--- src/hdl/btb_pkg.sv ---
package btb_pkg;

    localparam int ENTRIES = 1024;
    localparam int PC_W    = 24;
    localparam int IDX_W   = $clog2(ENTRIES);
    localparam int CNT_W   = 32;
    localparam int OUT_W   = 3;

    // Outcome codes of one result beat.
    localparam logic [OUT_W-1:0] OUT_HIT_NT    = 3'd0;
    localparam logic [OUT_W-1:0] OUT_HIT_RIGHT = 3'd1;
    localparam logic [OUT_W-1:0] OUT_HIT_WRONG = 3'd2;
    localparam logic [OUT_W-1:0] OUT_MISS_ALLOC = 3'd3;
    localparam logic [OUT_W-1:0] OUT_MISS_NT   = 3'd4;

    // Commands from the controller to the datapath.
    typedef struct packed {
        logic clear_wr;
        logic accept;
        logic eval;
    } t_cmd;

    // Status from the datapath to the controller.
    typedef struct packed {
        logic clear_last;
        logic pend_valid;
        logic out_free;
    } t_status;

endpackage

--- src/hdl/btb_ctrl.sv ---
module btb_ctrl import btb_pkg::*; (
    input  logic    i_clk,
    input  logic    i_rst_n,
    input  logic    i_in_valid,
    input  t_status i_status,
    output logic    o_in_stall,
    output t_cmd    o_cmd
);

    localparam logic [1:0] S_CLEAR = 2'd0;
    localparam logic [1:0] S_IDLE  = 2'd1;
    localparam logic [1:0] S_EVAL  = 2'd2;

    logic [1:0] r_state;
    logic [1:0] n_state;

    always_ff @(posedge i_clk) begin
        if (!i_rst_n) begin
            r_state <= S_CLEAR;
        end else begin
            r_state <= n_state;
        end
    end

    always_comb begin
        n_state        = r_state;
        o_in_stall     = 1'b1;
        o_cmd.clear_wr = 1'b0;
        o_cmd.accept   = 1'b0;
        o_cmd.eval     = 1'b0;
        case (r_state)
            S_CLEAR: begin
                o_cmd.clear_wr = 1'b1;
                if (i_status.clear_last) begin
                    n_state = S_IDLE;
                end
            end
            S_IDLE: begin
                o_in_stall   = 1'b0;
                o_cmd.accept = i_in_valid;
                // The first beat after reset only primes the held pc.
                if (i_in_valid && i_status.pend_valid) begin
                    n_state = S_EVAL;
                end
            end
            S_EVAL: begin
                if (i_status.out_free) begin
                    o_cmd.eval = 1'b1;
                    n_state    = S_IDLE;
                end
            end
            default: begin
                n_state = S_CLEAR;
            end
        endcase
    end

endmodule

--- config.mk ---
export PLATFORM = sky130hd
export DESIGN_NAME = btb_ctrl
export DESIGN_NICKNAME = d
export VERILOG_FILES = /design/src/hdl/btb_pkg.sv /design/src/hdl/btb_ctrl.sv
export SDC_FILE = /design/constraint.sdc
export NUM_CORES = 1
export LEC_CHECK = 0
export BUFFER_PORTS_ARGS = -buffer_cell sky130_fd_sc_hd__buf_2
export CAP_MARGIN = 20
export CORE_AREA = 2 2 39 41
export CTS_BUF_LIST = sky130_fd_sc_hd__clkbuf_4
export CTS_CLUSTER_DIAMETER = 80
export DETAILED_ROUTE_END_ITERATION = 6
export DIE_AREA = 0 0 41 43
export HOLD_SLACK_MARGIN = 0.02
export PLACE_DENSITY = 0.35
export SETUP_SLACK_MARGIN = 0.1
export SYNTH_ARGS = -nofsm -noshare
export SYNTH_HDL_FRONTEND = slang
export SYNTH_SLANG_ARGS = --single-unit
--- constraint.sdc ---
create_clock -name i_clk -period 1 [get_ports i_clk]
set_clock_uncertainty 0.2 [all_clocks]
set_input_delay 0.1 -clock i_clk [delete_from_list [all_inputs] [get_ports i_clk]]
set_output_delay 0.1 -clock i_clk [all_outputs]
set_load 0.01 [all_outputs]
Yosys cells after proc, flatten, opt, wreduce, memory -nomap -nowiden

Index checks and enable logic that the tools add are counted.

Bits in registers: 2
Input bits: 6
Output and inout bits: 4
Logic and storage cells: 18

Equality and inequality tests: 5
Mux-type cells: 9
Reduce and logical (&&, ||, !) cells: 3

Operators with widths:

| operator                                                               | number |
|---|---|
| 2-bit two-way mux                                                      | 3 |
| 2-bit != test (second input constant)                                  | 3 |
| 2-bit case mux with 3 select lines                                     | 1 |
| 1-bit two-way mux                                                      | 5 |
| 3-bit AND reduction                                                    | 1 |
| 2-bit by 1-bit equality test with 1-bit output (second input constant) | 1 |
| 2-bit equality test (second input constant)                            | 1 |
| 2-bit logical NOT                                                      | 1 |
| 1-bit logical AND                                                      | 1 |

Depth between registers and ports, before layout

Gate-level depths: netlist of run 1.

Word-level depth: 3
Gate-level depth with buffers: 2
Gate-level depth less buffers: 2

Worst setup path before layout of run 1

OpenSTA, ideal clock, no wires.

Path type: register to register
Start point: reg r_state[1]
End point: reg r_state[1]
Library setup time: 70 ps
Arrival: 826 ps
Slack: -96 ps
Stages on the path, launching flop included: 3
Path buffers: 0
Clock period less this slack: 1,096 ps
Cell sequence: dfxtp_1 or3b_1 a21oi_1

Cells in the longest elaborated chain, start to end: 3
Elaborated cells on any way between the ends: 8
Those cells by class: eq/ne (5); mux (1); reduce/logical (2)

RTL lines:

| item                                                                   | RTL line       | RTL |
|---|---|---|
| start, declared                                                        | btb_ctrl.sv:14 | `logic [1:0] r_state;` |
| start signal, assigned                                                 | btb_ctrl.sv:21 | `r_state <= n_state;` |
| 2-bit by 1-bit equality test with 1-bit output (tied with other cells) | btb_ctrl.sv:31 | `case (r_state)` |
| 2-bit != test (no line)                                                | n/a            |  |
| 3-bit AND reduction (no line)                                          | n/a            |  |

Parallel ways exist; a longest one is shown, timed or not.
A chain may end at the register's enable or synchronous reset.

Worst setup path after layout of run 1

Start point: reg r_state[0]
End point: reg r_state[1]

The elaborated chain is that of the path after synthesis.

==> results of run 1 <==
==> final cells by class <==
type	count	area (sq um)	share of cell area
inverters	2	7.507	0.02632
well taps	16	20.02	0.07018
flip-flops and latches	2	45.04	0.1579
multi-input cells	11	102.6	0.3596
clock buffers	3	22.52	0.07895
repair buffers	12	87.58	0.3070
==> metrics by stage <==
stage	setup WS (ns)	hold slack, ns	util
after CTS	-0.2289	-0.05791	0.1953
after global routing	-0.2621	-0.03064	0.2061
after floorplan	-0.04872	0.02489	-
final	-0.2453	-0.03082	0.2061
after global placement	-0.05605	0.1528	0.1438
after detailed placement	-0.06878	0.1586	0.1438
==> metal layers <==
layer  vias up  GRT usage
met5         -          0
met4         0    0.02000
met3         0    0.06283
met2        12    0.05313
met1        69    0.08626
li1         86          -
==> path summary, 6_finish.rpt <==
kind,startpoint,to
hold / removal,i_rst_n,r_state[1]
hold reg to reg,r_state[1],r_state[0]
setup / recovery,r_state[0],r_state[1]
setup reg to reg,r_state[0],r_state[1]
==> synth_stat cells <==
master,n
nor2_1,3
o41ai_1,1
dfxtp_1,2
a21oi_1,1
nand2b_1,1
or3b_1,1
inv_1,2
and3b_2,1
nand4b_1,2
and3_1,1
==> power breakdown <==
part | total [uW] | internal, uW | leakage, uW | switching [uW]
Sequential | 95.5 | 86.1 | 0.0000175 | 9.39
Combinational | 85.4 | 49.8 | 0.000102 | 35.6
Clock | 174 | 132 | 0.0000138 | 41.8
Total | 355 | 268 | 0.000133 | 86.8
==> cell families (layout without fill, tap and decap cells) <==
group / count (synthesis) / count (layout) / synth area share
and+or+nand+nor: 9 / 9 / 0.4949
AOI/OAI and AO/OA: 2 / 2 / 0.1134
DFF: 2 / 2 / 0.3299
buffers and inverters: 2 / 17 / 0.06188
==> what timing repair did <==
action | 4_1_cts | 5_1_grt
gates resized for setup | 6 | 4
pin swaps | 2 | 2
hold endpoints to repair | 2 | 2
endpoints found under the setup margin | 6 | 6
buffers inserted | 2 | 0
==> critical path, stage by stage, from the launching register on <==
cell and delay [ns]:
dfxtp_4 0.35, buf_4 0.14, or3b_1 0.36, a21oi_2 0.12
==> reports/metrics.yaml, run 1 <==
status: "finished with violations"
violations: "negative hold slack, negative setup slack"
rsz0062_at_grt: "true"
via_per_inst: 3.630
yosysUniqueCellTypes: 10
stdcell_area_sq_um: 285.3
fmax_mhz: 803.0
grt_max_degree: 7
dr_wl_met2_um: 179
clk-insertion-delay-late_ns: 0.22
core_sq_um: 1384
fin_ws_ns: -0.2453
die_h_um: 43
drive_gt1_frac: 0.7667
hp-class: "in -> reg"
nNetsFinal: 38
drc_errors: 0
drt_iter0_drc: 0
track_usage: 0.05912
maxSlewViolCount: 0
synth_area_sq_um: 121.4
largest_reg_flops: 2
syn_to_final_growth_pct: 135.1
dp_cells: 41
io_buffers: 9
ys_seq_area_frac: 0.3299
yosys.area.top_type_share: 0.3299
irDropWorstVdd_mv: 0.9257
wl_per_cell_um: 9.630
ys_seq_elements: 2
cts_max_level: 1
cts.clk_slew.worst_paths_ns: 0.03
hold_slack_ns: -0.03082
finalCritPeriodShare: 1.245
cts-buffers-inserted: 3
final_common_cell: "buf_2"
first_global_vias: 155
fp-row-count: 14
cts_tree: "built"
finalCriticalPeriod_ns: 1.245
layout_common_cells: "7 x buf_2, 4 x buf_6, 3 x clkbuf_4, 2 x inv_1, 2 x nand4b_1"
syn-num-nets: 21
yosysWarnings: 0
p_total_uw: 354.7
ctsLongestPathBuffers: 2
finalSetupViolCount: 6
first_pass_iters: 1
dpl-instance-area_sq_um: 198.9
start_kind: "register"
routed_wl_um: 443
max-slew-margin-rel: 0.8471
n_fill_cell: 157
start_util: 0.08770
clock_sinks: 2
gp_congestion: 0.6162
syn-instance-count: 15
grt_pass1_wl_um: 655
fin_setup_tns_ns: -1.037
reg2regPathDepth: 3
routed-wl-met3_um: 62
tightestPinTransition_ns: 0.2268
crit_type: "reg -> reg"
antenna_found_initial: 0
m1WireLength_um: 201
synthTopCellsByArea: "dfxtp_1 33%, nand4b_1 14%, nor2_1 9.3%"
highest-signal-layer: "met3"
reg_top3: "r_state (2)"
yosysTopAreaCell: "dfxtp_1"
dieArea_sq_um: 1763
die_w_um: 41
clockRootBuffer: "clkbuf_4"
cp.arrival_ns: 1.20
route.antenna.remaining_nets: 0
cp-end-kind: "register"
critPathMaxFanout: 6
ios: 10
largest-register: "r_state"
hold_viol: 2
holdPathStages: 3
cp.required_ns: 0.95
vias: 167
r2r_setup_slack_ns: -0.25
cap_violations: 0
power_density_nw_per_um2: 1243
final_cells: 46
grt_remaining_overflow: 0
leakage_uw: 0.0001332
synth_area_per_cell_sq_um: 8.091
antenna_cells: 0
Power figures use the tool's default switching activity.
==> run 2: changes to the inputs <==
--- a/config.mk
+++ b/config.mk
@@ -5,15 +5,15 @@
 export SDC_FILE = /design/constraint.sdc
 export NUM_CORES = 1
 export LEC_CHECK = 0
-export BUFFER_PORTS_ARGS = -buffer_cell sky130_fd_sc_hd__buf_2
 export CAP_MARGIN = 20
 export CORE_AREA = 2 2 39 41
 export CTS_BUF_LIST = sky130_fd_sc_hd__clkbuf_4
 export CTS_CLUSTER_DIAMETER = 80
+export CTS_CLUSTER_SIZE = 10
 export DETAILED_ROUTE_END_ITERATION = 6
 export DIE_AREA = 0 0 41 43
-export HOLD_SLACK_MARGIN = 0.02
-export PLACE_DENSITY = 0.35
+export DONT_BUFFER_PORTS = 1
+export PLACE_DENSITY = 0.3
 export SETUP_SLACK_MARGIN = 0.1
 export SYNTH_ARGS = -nofsm -noshare
 export SYNTH_HDL_FRONTEND = slang
==> run 2 against run 1 <==
Effect of this change:
- the run still ends with negative hold slack, negative setup slack left
- sequential share of layout area grew 3.3 points
- largest cell class unchanged
- count of clock-buffer cells in the layout is the same
- clock power is essentially flat
- worst hold slack lost 0.12 ns
- design area shrank 22%
- final cell count shrank 15%
- die area is the same
- sequential cell count is the same
- first-iteration DRC count grew 3
==> reports/metrics.yaml, run 2 (same netlist as run 1, synthesis figures left out) <==
clock_sinks: 2  # unchanged
cp-end-kind: "output port"  # was register
hp-class: "in -> reg"  # unchanged
final_common_cell: "clkbuf_4"  # was buf_2
largest_reg_flops: 2  # unchanged
hold_viol: 2  # unchanged
via_per_inst: 3.846  # was 3.630
path_delay_family: "flip-flops"  # was simple AND/OR/NAND/NOR gates
tightestPinTransition_ns: 0.2516  # was 0.2268 ns
cp.arrival_ns: 0.90  # was 1.20 ns
p_total_uw: 324.1  # was 354.7 uW
slowest_stage: "dfxtp_2"  # was or3b_1
grt_max_degree: 6  # was 7
fp-row-count: 14  # unchanged
die_h_um: 43  # unchanged
fin_setup_tns_ns: -1.032  # was -1.037 ns
cp_num_buf_inv: 1  # unchanged
antenna_found_initial: 0  # unchanged
ctsLongestPathBuffers: 2  # unchanged
fmax_mhz: 835.7  # was 803.0 MHz
die_w_um: 41  # unchanged
crit_type: "reg -> out"  # was reg -> reg
antenna_cells: 0  # unchanged
io_buffers: 0  # was 9
maxSlewViolCount: 0  # unchanged
cap_violations: 0  # unchanged
fin_ws_ns: -0.1966  # was -0.2453 ns
max-slew-margin-rel: 0.8301  # was 0.8471
vias: 150  # was 167
slowest_delay_ns: 0.31  # was 0.36 ns
cp.required_ns: 0.70  # was 0.95 ns
cts-buffers-inserted: 3  # unchanged
dr_wl_met2_um: 191  # was 179 um
detailed_place_hpwl_um: 302
largest-register: "r_state"  # unchanged
violations: "negative hold slack, negative setup slack"  # unchanged
start_util: 0.08770  # unchanged
first_pass_iters: 2  # was 1
power_density_nw_per_um2: 1455  # was 1243 nW/um^2
core_sq_um: 1384  # unchanged
drt_iter0_drc: 3  # was 0
dieArea_sq_um: 1763  # unchanged
cts.clk_slew.worst_paths_ns: 0.03  # about the same
syn_to_final_growth_pct: 83.51  # was 135.1%
drive_gt1_frac: 0.5652  # was 0.7667
routed_wl_um: 405  # was 443 um
cts_max_level: 1  # unchanged
drc_errors: 0  # unchanged
crit_chain: "buf_6 > and3b_2"  # was buf_4 > or3b_1 > a21oi_2
clk-insertion-delay-late_ns: 0.22  # about the same
postCtsHoldBufs: 1
highest-signal-layer: "met4"  # was met3
gp_congestion: 0.4278  # was 0.6162
routed-wl-met3_um: 72  # was 62 um
start_kind: "register"  # unchanged
hold_slack_ns: -0.1502  # was -0.03082 ns
status: "finished with violations"  # unchanged
route.antenna.remaining_nets: 0  # unchanged
clockRootBuffer: "clkbuf_4"  # unchanged
finalSetupViolCount: 6  # unchanged
rsz0062_at_grt: "true"  # unchanged
wl_per_cell_um: 10.38  # was 9.630 um
track_usage: 0.05305  # was 0.05912
ios: 10  # unchanged
nNetsFinal: 31  # was 38
finalCritPeriodShare: 1.197  # was 1.245
leakage_uw: 0.00009675  # was 0.0001332 uW
grt_pass1_wl_um: 545  # was 655 um
grt_remaining_overflow: 0  # unchanged
irDropWorstVdd_mv: 0.2590  # was 0.9257 mV
finalCriticalPeriod_ns: 1.197  # was 1.245 ns
m1WireLength_um: 135  # was 201 um
first_global_vias: 158  # was 155
critPathMaxFanout: 4  # was 6
cts_tree: "built"  # unchanged
reg_top3: "r_state (2)"  # unchanged
run 2: final timing paths:
check / startpoint / to / cells past startpoint / slack, ns
setup reg to reg: r_state[0] / r_state[1] / 3 / -0.19
hold / removal: i_status[0] / r_state[0] / 2 / -0.15
setup / recovery: r_state[0] / o_cmd[0] / 2 / -0.20
hold reg to reg: r_state[1] / r_state[0] / 1 / 0.26
run 2: routing by layer:
layer  vias up  track usage
met5         -            0
met4         0      0.06000
met3         2      0.04712
met2        10      0.08125
met1        68      0.02866
li1         70            -
run 2: where the power goes:
part	switching [uW]	internal, uW
logic	27.0	33.4
clock network	40.8	132
registers	4.23	86.7
total	72.1	252
run 2: layout make-up:
cell class | instances | area [sq um]
tap | 16 | 20.02
timing repair buffer | 5 | 47.55
inverter | 2 | 7.507
multi-input combinational | 11 | 82.58
sequential | 2 | 42.54
fill | 158 | 1161
clock buffer | 3 | 22.52
run 2: metrics by stage:
stage                     instance area (sq um)    util  std cells  setup WS [ns]
after CTS                                 212.7  0.1537         39        -0.2028
after global placement                    168.9  0.1221         34       -0.06664
final                                     222.7  0.1609         39        -0.1966
after detailed placement                  168.9  0.1221         34       -0.08667
after global routing                      222.7  0.1609         39        -0.2280
after floorplan                           126.4       -         15       -0.04872
run 2: worst reg2reg max path, cell delays in order, from the launching register on:
cell     delay [ns]
dfxtp_2        0.31
buf_6          0.11
or3b_4         0.36
a21oi_2        0.13
run 2: what timing repair did:
action                     4_1_cts  5_1_grt
hold endpoints to repair         2        2
resized for setup                1        3
setup endpoints to repair        6        6
setup buffers                    1        0
pin swaps                        1        1
